### src/rtl/core/gbcm_pkg.sv
// Shared constants, types and codes for the grid bilinear coordinate map.
// Used by every module of the block but gbcm_ram; depends on nothing else.
package gbcm_pkg;

  localparam int MAX_COLUMNS = 256;
  localparam int MAX_ROWS    = 256;

  // Cell index widths and widths that can hold the grid size itself.
  localparam int CB  = $clog2(MAX_COLUMNS);
  localparam int RB  = $clog2(MAX_ROWS);
  localparam int NCB = $clog2(MAX_COLUMNS + 1);
  localparam int NRB = $clog2(MAX_ROWS + 1);

  // Signed width that holds both an 18-bit query and the clamp limit.
  localparam int LIMB = (CB > RB) ? CB : RB;
  localparam int CQW  = 1 + ((LIMB + 8 > 17) ? LIMB + 8 : 17);

  // The grid is split into four banks by row and column parity.
  localparam int CHB_RAW = $clog2((MAX_COLUMNS + 1) / 2);
  localparam int RHB_RAW = $clog2((MAX_ROWS + 1) / 2);
  localparam int CHB = (CHB_RAW > 0) ? CHB_RAW : 1;
  localparam int RHB = (RHB_RAW > 0) ? RHB_RAW : 1;
  localparam int BANK_AW    = CHB + RHB;
  localparam int BANK_DEPTH = 1 << BANK_AW;
  localparam int BANK_W     = 64;

  localparam int FIFO_DEPTH = 4;
  localparam int FIFO_PW    = $clog2(FIFO_DEPTH);
  localparam int FIFO_CW    = $clog2(FIFO_DEPTH + 1);

  localparam logic OP_LOAD = 1'b0;
  localparam logic OP_MAP  = 1'b1;

  localparam logic CFG_GRID_WIDTH  = 1'b0;
  localparam logic CFG_GRID_HEIGHT = 1'b1;

  typedef struct packed {
    logic               op;
    logic [7:0]         load_column;
    logic [7:0]         load_row;
    logic [31:0]        load_x_value;
    logic [31:0]        load_y_value;
    logic [CB-1:0]      ul;
    logic [RB-1:0]      vl;
    logic [7:0]         du;
    logic [7:0]         dv;
    logic               clamped;
  } item_t;

  typedef struct packed {
    logic               full;
    logic               empty;
    logic [FIFO_CW-1:0] fill;
  } fifo_status_t;

endpackage

### src/rtl/core/gbcm_fifo.sv
// Short transaction queue between the front end and the back end.
// Uses gbcm_pkg for the entry type and depth.
module gbcm_fifo import gbcm_pkg::*; (
  input  logic         clk,
  input  logic         rst,
  input  logic         push,
  input  item_t        din,
  input  logic         pop,
  output item_t        dout,
  output fifo_status_t status
);

  item_t              entries [FIFO_DEPTH];
  logic [FIFO_PW-1:0] wr_ptr;
  logic [FIFO_PW-1:0] rd_ptr;
  logic [FIFO_CW-1:0] count;

  always_ff @(posedge clk) begin
    if (push) begin
      entries[wr_ptr] <= din;
    end
  end

  always_ff @(posedge clk) begin
    if (rst) begin
      wr_ptr <= '0;
      rd_ptr <= '0;
      count  <= '0;
    end else begin
      if (push) begin
        wr_ptr <= (32'(wr_ptr) == FIFO_DEPTH - 1) ? '0 : wr_ptr + FIFO_PW'(1);
      end
      if (pop) begin
        rd_ptr <= (32'(rd_ptr) == FIFO_DEPTH - 1) ? '0 : rd_ptr + FIFO_PW'(1);
      end
      if (push && !pop) begin
        count <= count + FIFO_CW'(1);
      end else if (pop && !push) begin
        count <= count - FIFO_CW'(1);
      end
    end
  end

  assign dout         = entries[rd_ptr];
  assign status.full  = (count == FIFO_CW'(FIFO_DEPTH));
  assign status.empty = (count == '0);
  assign status.fill  = count;

endmodule

### config.mk
export PLATFORM = sky130hd
export DESIGN_NAME = gbcm_fifo
export DESIGN_NICKNAME = d
export VERILOG_FILES = /design/src/rtl/core/gbcm_pkg.sv /design/src/rtl/core/gbcm_fifo.sv
export SDC_FILE = /design/constraint.sdc
export NUM_CORES = 1
export LEC_CHECK = 0
export BUFFER_PORTS_ARGS = -buffer_cell sky130_fd_sc_hd__buf_2
export CORE_MARGIN = 1.5
export CORE_UTILIZATION = 45
export DETAILED_ROUTE_END_ITERATION = 7
export GPL_TIMING_DRIVEN = 0
export HOLD_SLACK_MARGIN = 0.02
export PLACE_DENSITY = 0.68
export SKIP_LAST_GASP = 1
export SYNTH_ARGS = -nofsm -noshare
export SYNTH_HDL_FRONTEND = slang
export SYNTH_SLANG_ARGS = --single-unit
### constraint.sdc
create_clock -name clk -period 5.5 [get_ports clk]
set_clock_uncertainty 0.2 [all_clocks]
set_input_delay 0.275 -clock clk [delete_from_list [all_inputs] [get_ports clk]]
set_output_delay 0.275 -clock clk [all_outputs]
set_load 0.05 [all_outputs]
---- After elaboration in Yosys (flattened, before gate mapping) ----
Memories as Yosys holds them, arrays and structs flattened. A register that Yosys moved wholly into a read port is not among the register bits.
Index checks and enable logic that the tools add are counted.
word-level totals
  flip-flop bits (word level) ............. 7
  word-level logic and storage cells ...... 25
  memories ................................ 1
  input bits .............................. 118
  RAM bits ................................ 456
memory list
  memory   words  width  rd ports  clocked after memory_dff  wr ports  RTL line         text
  entries  4      114    1         1                         1         gbcm_fifo.sv:13  item_t entries [FIFO_DEPTH];
cells by class
  equality and inequality tests ........... 3
  mux-type cells .......................... 8
  add/subtract/negate cells ............... 4
  reductions and logical operators ........ 6
operator list
  cell                                               count
  two-way mux 2 bit                                  4
  two-way mux 3 bit                                  2
  adder 2 x 1 -> 2 bit (second input constant)       2
  equality test 2 bit (second input constant)        2
  adder 3 x 1 -> 3 bit (second input constant)       1
  equality test 3 bit (second input constant)        1
  logical NOT 3 bit                                  1
  subtractor 3 x 1 -> 3 bit (second input constant)  1
  logical AND 1 bit                                  2
  logical NOT 1 bit                                  2
  two-way mux 1 bit                                  2
  nonzero test 2 bit                                 1

---- Logic depth before layout (Yosys ltp) ----
  depth after elaboration ................. 4
  depth in mapped cells ................... 7
  mapped depth without buffers ............ 7

---- Worst setup path after synthesis ----
OpenSTA, ideal clock, no wires.
  path kind ............................... register to register
  start point ............................. register wr_ptr[0]
  end point ............................... memory entries[3][0] (netlist bit) (enable)
  period minus slack after synthesis ...... 3.854 ns
  arrival ................................. 3.169 ns
  cell stages (with the launch flop) ...... 3
  library setup time ...................... 0.486 ns
  slack ................................... 1.646 ns
  path buffers ............................ 0
  cells stage by stage .................... dfxtp_1 ha_1 and2_1
RTL lines
  item                    RTL line         text
  from (decl)             gbcm_fifo.sv:14  logic [FIFO_PW-1:0] wr_ptr;
  from (signal assigned)  gbcm_fifo.sv:31  wr_ptr <= (32'(wr_ptr) == FIFO_DEPTH - 1) ? '0 : wr_ptr + FIFO_PW'(1);
  to (decl)               gbcm_fifo.sv:13
Straight into the memory's write port.

==> metrics <==
Fin. Hold Viols=0; first-pass GRT wire length=approximately 50000 microns; Max-Cap Viols=0; routability cong.=between 0.6 and 0.7; synth top area cells=edfxtp_1 (81%), mux4_2 (15%), dfxtp_1 (1.1%); Final Max Tran Viols=0; final net count=1175; DRT iter0 DRCs=approximately 340; GRT overflow=0; vias in the first global route=between 8k and 9k; clk_lat worst skew=around 570 ps; Via Count=between 8k and 9k; DRC=0; total track usage=17.3%; area grow syn2layout=27.7%; die width=around 200 microns; Slew headroom=52.6%; Setup Fix Bufs, Post-CTS=0; Layout Cells excl Fill=1557; post-route ant nets=0; synth cell count leaders=edfxtp_1 (456), mux4_2 (114), buf_2 (13); post-cts resize count=0; row cnt=70; HP Class=input pin to flop; DP Worst Slack=3190 ps; ys flop type=edfxtp_1; Max rail drop VDD=between 0.3 and 0.4 mV; layout cell share with drive strength beyond 1=between 40% and 50%; required time of the critical path=5030 ps; pin count of the biggest net entering global routing=between 40 and 50; final worst path period need=2830 ps; critical path class=flop to output port; largest area contributor in the netlist=edfxtp_1; CP max FO=10; fmax=around 350 MHz; CTS sink count=465; Post-Synthesis Net Count=roughly 770; yosys warns=0; Starting Density=45.9%; Die Y-Extent=197 microns; Pre-Repair DR Iteration Count=4; I/O Buffers=236; setup ws final=between 2000 and 3000 ps; Syn Area/Cell=26.4 sq um; Post-Syn Instances=640; setup TNS=0 ps; Post-synth EDFFs=456; number of CTS-inserted buffers=47; RSZ-0062 raised after global routing=false; CP startpoint kind=flop; status=complete, no violations; sequential area share after synthesis=between 80% and 90%; PD cells=roughly 380 nW/um^2; maximum clock path buffer count=3; top-count cell post-synth=edfxtp_1; initial antenna violation count=3; Netlist cell types=19; Static Leak=7.40 nW; Critical Path Sink Type=output port; Arrival @ worst endpoint=roughly 2400 ps; Yosys top cell area share=81.0%; synthesized area=16900 sq um; htree depth=2; WL/cell=about 21 microns; share of flip-flops with an asynchronous set or reset=0%; I/O Pins=approximately 240; Post-Place Cells=1352; Reg clk slew, reported paths=60 ps; worst-margin pin slew=711 ps; Final period util=between 50% and 60%; post-route total power=8.31 mW; clk root buf=clkbuf_16; Total Wirelength=32800 microns; die area=38700 sq um; Vias/cell=about 5.2; CTS tree=done; Yosys reg bits=465; final setup fails=0; HPWL Detailed=19500 microns; Core Area=36800 sq um
-- repair_timing --
item / 4_1_cts / 5_1_grt
hold buffers: 117 / 0
endpoints found under the setup margin: 0 / 0
hold endpoints to repair: 465 / 0
-- flip-flops by register name, indices dropped and copies added (netlist names), named ones only --
name,flops
count,3
entries,456
rd_ptr,2
wr_ptr,2
-- area by class of cell --
type	count	area, sq um
Fill cell	2699	15200
Sequential cell	465	13900
Multi-Input combinational cell	145	2820
Timing Repair Buffer	361	2570
Clock buffer	58	1240
Tap cell	468	586
Clock inverter	28	263
Buffer	26	200
Inverter	4	15.0
Antenna cell	2	5.00
-- cells in the final DEF (no fill, tap or decap) --
cell and count:
buf_16 8, clkbuf_1 15, or3_1 1, nor2_1 7, clkinvlp_4 3, nor3_1 1, buf_8 7, and2_4 4
o21ai_0 1, clkinv_1 9, buf_2 249, a21oi_1 2, dlygate4sd3_1 117, nor3b_1 2, dfxtp_1 9, mux4_2 114
diode_2 2, mux2i_1 4, bufinv_16 4, clkinv_4 2, ha_1 6, xor2_1 2, inv_6 2, buf_6 1
fa_1 1, clkbuf_16 48, clkinv_2 7, edfxtp_1 456, clkinv_8 1, inv_1 4
-- where the power goes --
group	switching (mW)	internal, mW
clock network	1.29	1.79
registers	0.0365	4.06
logic	0.755	0.369
-- worst paths after layout --
kind	startpoint	to	slack, ps	cells past startpoint
worst max-delay path	flop	dout[38]	2670	5
worst min-delay path	din[98]	entries[3][98]	250	2
worst max register to register	wr_ptr[0]	entries[0][68]	3230	5
worst min register to register	wr_ptr[1]	wr_ptr[1]	350	2
-- logic make-up (layout without fill, tap and decap cells) --
logic type	after synthesis	count (layout)	synth area share, %
fa+ha+maj	7	7	0.563
other cells	0	2	0
compound gates	3	3	0.0888
buf+inv	30	477	1.27
mux	118	118	15.4
simple gates	15	15	0.459
xor+xnor	2	2	0.104
flops	465	465	82.1
-- through the flow --
step           area, sq um  util, %  hold slack (ps)
2_1_floorplan        16900        -              144
3_3_place_gp         18700     50.7              287
3_5_place_dp         18900     51.4              293
4_1_cts              21600     58.6              208
5_1_grt              21600     58.7              237
6_report             21600     58.7              249
-- metal layers --
layer | routed length, microns | share of wire (%) | up-vias | track usage, %
li1 | - | - | 3593 | -
met1 | 13800 | 42 | 4165 | 22.3
met2 | 16300 | 50 | 231 | 28.9
met3 | 1930 | 5.9 | 49 | 4.19
met4 | 692 | 2.1 | 2 | 6.05
met5 | 10 | 0.030 | - | 0
-- worst max-delay path, stage by stage, from the launching register on --
cell and delay [ps]:
dfxtp_1 310, buf_2 190, buf_2 330, buf_2 350
mux4_2 370, buf_2 230
(Power assumes the default switching activity.)
