`src/rtl/core/gbcm_pkg.sv`:
```
// Shared constants, types and codes for the grid bilinear coordinate map.
// Used by every module of the block but gbcm_ram; depends on nothing else.
package gbcm_pkg;

  localparam int MAX_COLUMNS = 256;
  localparam int MAX_ROWS    = 256;

  // Cell index widths and widths that can hold the grid size itself.
  localparam int CB  = $clog2(MAX_COLUMNS);
  localparam int RB  = $clog2(MAX_ROWS);
  localparam int NCB = $clog2(MAX_COLUMNS + 1);
  localparam int NRB = $clog2(MAX_ROWS + 1);

  // Signed width that holds both an 18-bit query and the clamp limit.
  localparam int LIMB = (CB > RB) ? CB : RB;
  localparam int CQW  = 1 + ((LIMB + 8 > 17) ? LIMB + 8 : 17);

  // The grid is split into four banks by row and column parity.
  localparam int CHB_RAW = $clog2((MAX_COLUMNS + 1) / 2);
  localparam int RHB_RAW = $clog2((MAX_ROWS + 1) / 2);
  localparam int CHB = (CHB_RAW > 0) ? CHB_RAW : 1;
  localparam int RHB = (RHB_RAW > 0) ? RHB_RAW : 1;
  localparam int BANK_AW    = CHB + RHB;
  localparam int BANK_DEPTH = 1 << BANK_AW;
  localparam int BANK_W     = 64;

  localparam int FIFO_DEPTH = 4;
  localparam int FIFO_PW    = $clog2(FIFO_DEPTH);
  localparam int FIFO_CW    = $clog2(FIFO_DEPTH + 1);

  localparam logic OP_LOAD = 1'b0;
  localparam logic OP_MAP  = 1'b1;

  localparam logic CFG_GRID_WIDTH  = 1'b0;
  localparam logic CFG_GRID_HEIGHT = 1'b1;

  typedef struct packed {
    logic               op;
    logic [7:0]         load_column;
    logic [7:0]         load_row;
    logic [31:0]        load_x_value;
    logic [31:0]        load_y_value;
    logic [CB-1:0]      ul;
    logic [RB-1:0]      vl;
    logic [7:0]         du;
    logic [7:0]         dv;
    logic               clamped;
  } item_t;

  typedef struct packed {
    logic               full;
    logic               empty;
    logic [FIFO_CW-1:0] fill;
  } fifo_status_t;

endpackage

```
`src/rtl/core/gbcm_front.sv`:
```
// Front end: classifies an incoming transaction and, for a query, clamps the
// position to the grid and splits it into cell and fraction. Uses gbcm_pkg.
module gbcm_front import gbcm_pkg::*; (
  input  logic               [8:0]  grid_width,
  input  logic               [8:0]  grid_height,
  input  logic                      operation,
  input  logic               [7:0]  load_column,
  input  logic               [7:0]  load_row,
  input  logic signed        [31:0] load_x_value,
  input  logic signed        [31:0] load_y_value,
  input  logic signed        [17:0] query_x,
  input  logic signed        [17:0] query_y,
  output item_t                     item
);

  logic [NCB-1:0]        nx;
  logic [NRB-1:0]        ny;
  logic [CB-1:0]         ux_max;
  logic [RB-1:0]         vy_max;
  logic signed [CQW-1:0] qx;
  logic signed [CQW-1:0] qy;
  logic signed [CQW-1:0] tx;
  logic signed [CQW-1:0] ty;
  logic [CB+7:0]         cx;
  logic [RB+7:0]         cy;
  logic                  fx;
  logic                  fy;

  always_comb begin
    if (grid_width == 9'd0) begin
      nx = NCB'(1);
    end else if (32'(grid_width) > MAX_COLUMNS) begin
      nx = NCB'(MAX_COLUMNS);
    end else begin
      nx = NCB'(grid_width);
    end
    if (grid_height == 9'd0) begin
      ny = NRB'(1);
    end else if (32'(grid_height) > MAX_ROWS) begin
      ny = NRB'(MAX_ROWS);
    end else begin
      ny = NRB'(grid_height);
    end

    ux_max = CB'(nx - NCB'(1));
    vy_max = RB'(ny - NRB'(1));
    tx = signed'(CQW'({ux_max, 8'h00}));
    ty = signed'(CQW'({vy_max, 8'h00}));
    qx = CQW'(query_x);
    qy = CQW'(query_y);

    if (qx < 0) begin
      cx = '0;
      fx = 1'b1;
    end else if (qx > tx) begin
      cx = {ux_max, 8'h00};
      fx = 1'b1;
    end else begin
      cx = (CB+8)'(qx);
      fx = 1'b0;
    end
    if (qy < 0) begin
      cy = '0;
      fy = 1'b1;
    end else if (qy > ty) begin
      cy = {vy_max, 8'h00};
      fy = 1'b1;
    end else begin
      cy = (RB+8)'(qy);
      fy = 1'b0;
    end

    item.op           = operation;
    item.load_column  = load_column;
    item.load_row     = load_row;
    item.load_x_value = load_x_value;
    item.load_y_value = load_y_value;
    item.ul           = cx[CB+7:8];
    item.vl           = cy[RB+7:8];
    item.du           = cx[7:0];
    item.dv           = cy[7:0];
    item.clamped      = fx | fy;
  end

endmodule

```
`config.mk`:
```
export PLATFORM = sky130hd
export DESIGN_NAME = gbcm_front
export DESIGN_NICKNAME = d
export VERILOG_FILES = /design/src/rtl/core/gbcm_pkg.sv /design/src/rtl/core/gbcm_front.sv
export SDC_FILE = /design/constraint.sdc
export NUM_CORES = 1
export LEC_CHECK = 0
export BUFFER_PORTS_ARGS = -buffer_cell sky130_fd_sc_hd__buf_4
export CORE_AREA = 2 2 97 99
export DETAILED_ROUTE_END_ITERATION = 16
export DIE_AREA = 0 0 99 101
export PLACE_DENSITY = 0.65
export SLEW_MARGIN = 40
export SYNTH_ARGS = -nofsm -noshare
export SYNTH_HDL_FRONTEND = slang
export SYNTH_SLANG_ARGS = --single-unit
export TNS_END_PERCENT = 50
```
`constraint.sdc`:
```
create_clock -name vclk -period 6.2
set_input_delay 1.24 -clock vclk [all_inputs]
set_output_delay 1.24 -clock vclk [all_outputs]
set_load 0.01 [all_outputs]
```
## Word level (Yosys, flattened, before mapping)

Index checks and enable logic that the tools add are counted.

- Register bits after elaboration: 0
- Bits in latches: 0
- Bits in writable memories: 0
- ROM bits: 0
- Input bits: 135
- Output and inout bits: 114
- Logic and storage cells: 23
- Memories: 0

- Add/subtract/negate cells: 2
- $mul: 0
- Div/mod/pow operators: 0
- Magnitude comparators: 6
- Eq/ne operators: 0
- Shifts and indexed selects: 0
- Mux-type cells: 12
- Bitwise logic cells: 1
- Reduce and logical (&&, ||, !) cells: 2

Operators by type and width:

| kind | count |
|---|---|
| two-way mux 16 bit | 4 |
| > comparator 18 x 17 -> 1 bit | 2 |
| < comparator 18 x 1 -> 1 bit (second input constant) | 2 |
| two-way mux 8 bit | 4 |
| > comparator 9 bit (second input constant) | 2 |
| zero test 9 bit | 2 |
| subtractor 8 x 1 -> 8 bit (second input constant) | 2 |
| two-way mux 1 bit | 4 |
| bitwise OR 1 bit | 1 |

## Depth between registers and ports, before layout

- Word-level depth: 8
- Gate-level depth with buffers: 15
- Depth with buffers taken out: 14

## Worst setup path after synthesis

No wires, ideal clock.

- Kind: in2out
- Start point: input grid_height[2]
- End point: output item[20] (netlist name)
- Arrival time: 4.281 ns
- Required time: 4.960 ns
- Slack: 0.679 ns
- Stages on the path: 15
- Path buffers: 1
- Cells stage by stage: or4_1 nor4_1 o21bai_1 ha_1 inv_1 nor2_1 nor3b_1 a21oi_1 ha_1 nand4b_1 or3_1 o21ai_2 nor2_1 clkbuf_1 a211oi_1

RTL lines:

| what | line | RTL |
|---|---|---|
| from (decl) | gbcm_front.sv:5 | `input logic [8:0] grid_height,` |
| to (decl) | gbcm_front.sv:13 | `output item_t item` |

==> flow_summary.json <==
{
  "synth_area_um2": 1810,
  "critPathMaxFanout": 6,
  "hpwl_um": 5260,
  "nNetsFinal": 414,
  "die_w_um": 99,
  "synth_xor_area_share_pct": 1.45,
  "yosysSeqAreaShare_pct": 0,
  "drtAntennaViolNets": 0,
  "area_delta_synth_final_pct": 11.8,
  "synth_fa_ha_area_share_pct": 12.5,
  "boundaryPins": 249,
  "p_leak_uw": 0.000879,
  "cp.required_ns": 4.96,
  "wire_per_inst_um": 16.8,
  "drc": 0,
  "synth_top_family_by_area": "buffers and inverters",
  "crit_type": "primary input to output port",
  "sequential_cell_total": 0,
  "fmax_ghz": 0.166,
  "crit_start": "grid_height[2]",
  "gp_congestion": 0.920,
  "seq_area_um2": 0,
  "grt_start_max_net_pins": 19,
  "syn_nets": 407,
  "synth_common_cells": "buf_4, a21oi_1, ha_1",
  "grt_usage_pct": 11.4,
  "overflow": 0,
  "final_layout_size_suffix_gt1_share_pct": 38.2,
  "yosys.area_share.simple_pct": 27.4,
  "diodes": 0,
  "viasPerCell": 5.01,
  "synthDistinctLibCells": 42,
  "end_kind": "output port",
  "peakVddDrop_mv": 0.0336,
  "ys_warn_count": 0,
  "setup_viol": 0,
  "critPathArrivalTime_ns": 4.79,
  "finalWirelength_um": 6230,
  "min_from": "load_row[5]",
  "fin_crit_sh_pct": 97.2,
  "fin_cells": 370,
  "vias": 1853,
  "core_um2": 8980,
  "setup_tns_ns": 0,
  "hold_path_class": "primary input to output port",
  "clkbuf_count": 0,
  "cp-start-kind": "primary input",
  "initial_utilization_pct": 20.1,
  "grt_pass1_vias": 1810,
  "num_rows": 35,
  "post_cts_buffers": 0,
  "synth_top_area_share_pct": 33.7,
  "worstMarginPinSlew_ns": 0.594,
  "muxShareOfSynthArea_pct": 0.623,
  "ys_top_cells_by_area": "buf_4, ha_1, nor3b_1",
  "drt_iter0_drc": 46,
  "dieArea_um2": 10000,
  "yosysMostFrequentCell": "buf_4",
  "die-height_um": 101,
  "drv_slew": 0,
  "firstDrtPassIters": 4,
  "period_minus_slack_ns": 6.03,
  "io_buffers": 87,
  "hold_viol_final": 0,
  "slew_headroom_pct": 60.4,
  "synthCells": 254,
  "synth_compound_area_share_pct": 22.1,
  "status": "finished clean",
  "synth_area_per_cell_um2": 7.11,
  "dp.cells": 370,
  "grt_pass1_wl_um": 9430,
  "drv_cap": 0,
  "synth_top_cell_by_area": "buf_4",
  "antenna_found_initial": 0,
  "power_density_nw_per_um2": 89.6
}
[repair_timing]
item / 4_1_cts / 5_1_grt
hold buffers: 0 / 0
gates resized for setup: 0 / 3
endpoints found under the setup margin: 0 / 14
[cell type report]
type                       count  area, um2
timing repair buffer          92        691
multi-input combinational    162       1170
inverter                       5       18.8
fill                         999       6960
tap                          111        139
[stage by stage]
step / instance area, um2 / utilization, % / hold slack [ns] / setup slack, ns / power, uW
2_1_floorplan: 1810 / - / 2.53 / 0.679 / 142
3_3_place_gp: 2000 / 22.3 / 2.48 / 0.315 / 178
3_5_place_dp: 2000 / 22.3 / 2.48 / 0.187 / 181
4_1_cts: 2000 / 22.3 / 2.48 / 0.149 / 182
5_1_grt: 2020 / 22.5 / 2.48 / -0.000925 / 200
6_report: 2020 / 22.5 / 2.48 / 0.173 / 181
[final timing paths]
check | slack [ns] | end | cells past startpoint
worst max-delay path | 0.17 | item[18] | 16
worst min-delay path | 2.48 | item[102] | 0
[critical path: stages]
cell      delay (ns)
buf_4           0.12
or4_1           0.60
nor4_2          0.18
o21bai_1        0.15
ha_1            0.27
inv_1           0.07
nor2_1          0.04
nor3b_1         0.22
a21oi_1         0.10
ha_1            0.31
nand4b_1        0.10
or3_1           0.39
o21ai_4         0.24
nor2_2          0.11
a211oi_1        0.45
buf_4           0.21
[cells by family after synthesis]
group / after synthesis
compound gates: 59
mux: 1
buf+inv: 92
fa+ha+maj: 18
xor+xnor: 3
simple gates: 81
[cell usage in the layout, fill, tap and decap left out, types with 4 or more instances in the layout]
master,n
inv_1,5
or4_1,4
o41ai_1,4
a211oi_1,14
o21ai_0,7
nor2b_1,7
nor2_1,11
a21oi_1,18
or3_1,4
nor3_1,9
buf_4,92
nor3b_1,15
ha_1,18
nand2_1,10
[where the power goes]
group	switching [uW]	total (uW)	internal [uW]
clock network	0	0	0
registers	0	0	0
logic	94.7	181	86.3
total	94.7	181	86.3
[routing by layer]
metal | wire (um) | track usage, %
met4 | 258 | 4.32
met3 | 530 | 1.32
met1 | 2360 | 13.6
met2 | 3080 | 21.0
met5 | 0 | 0
(Power assumes the default switching activity.)
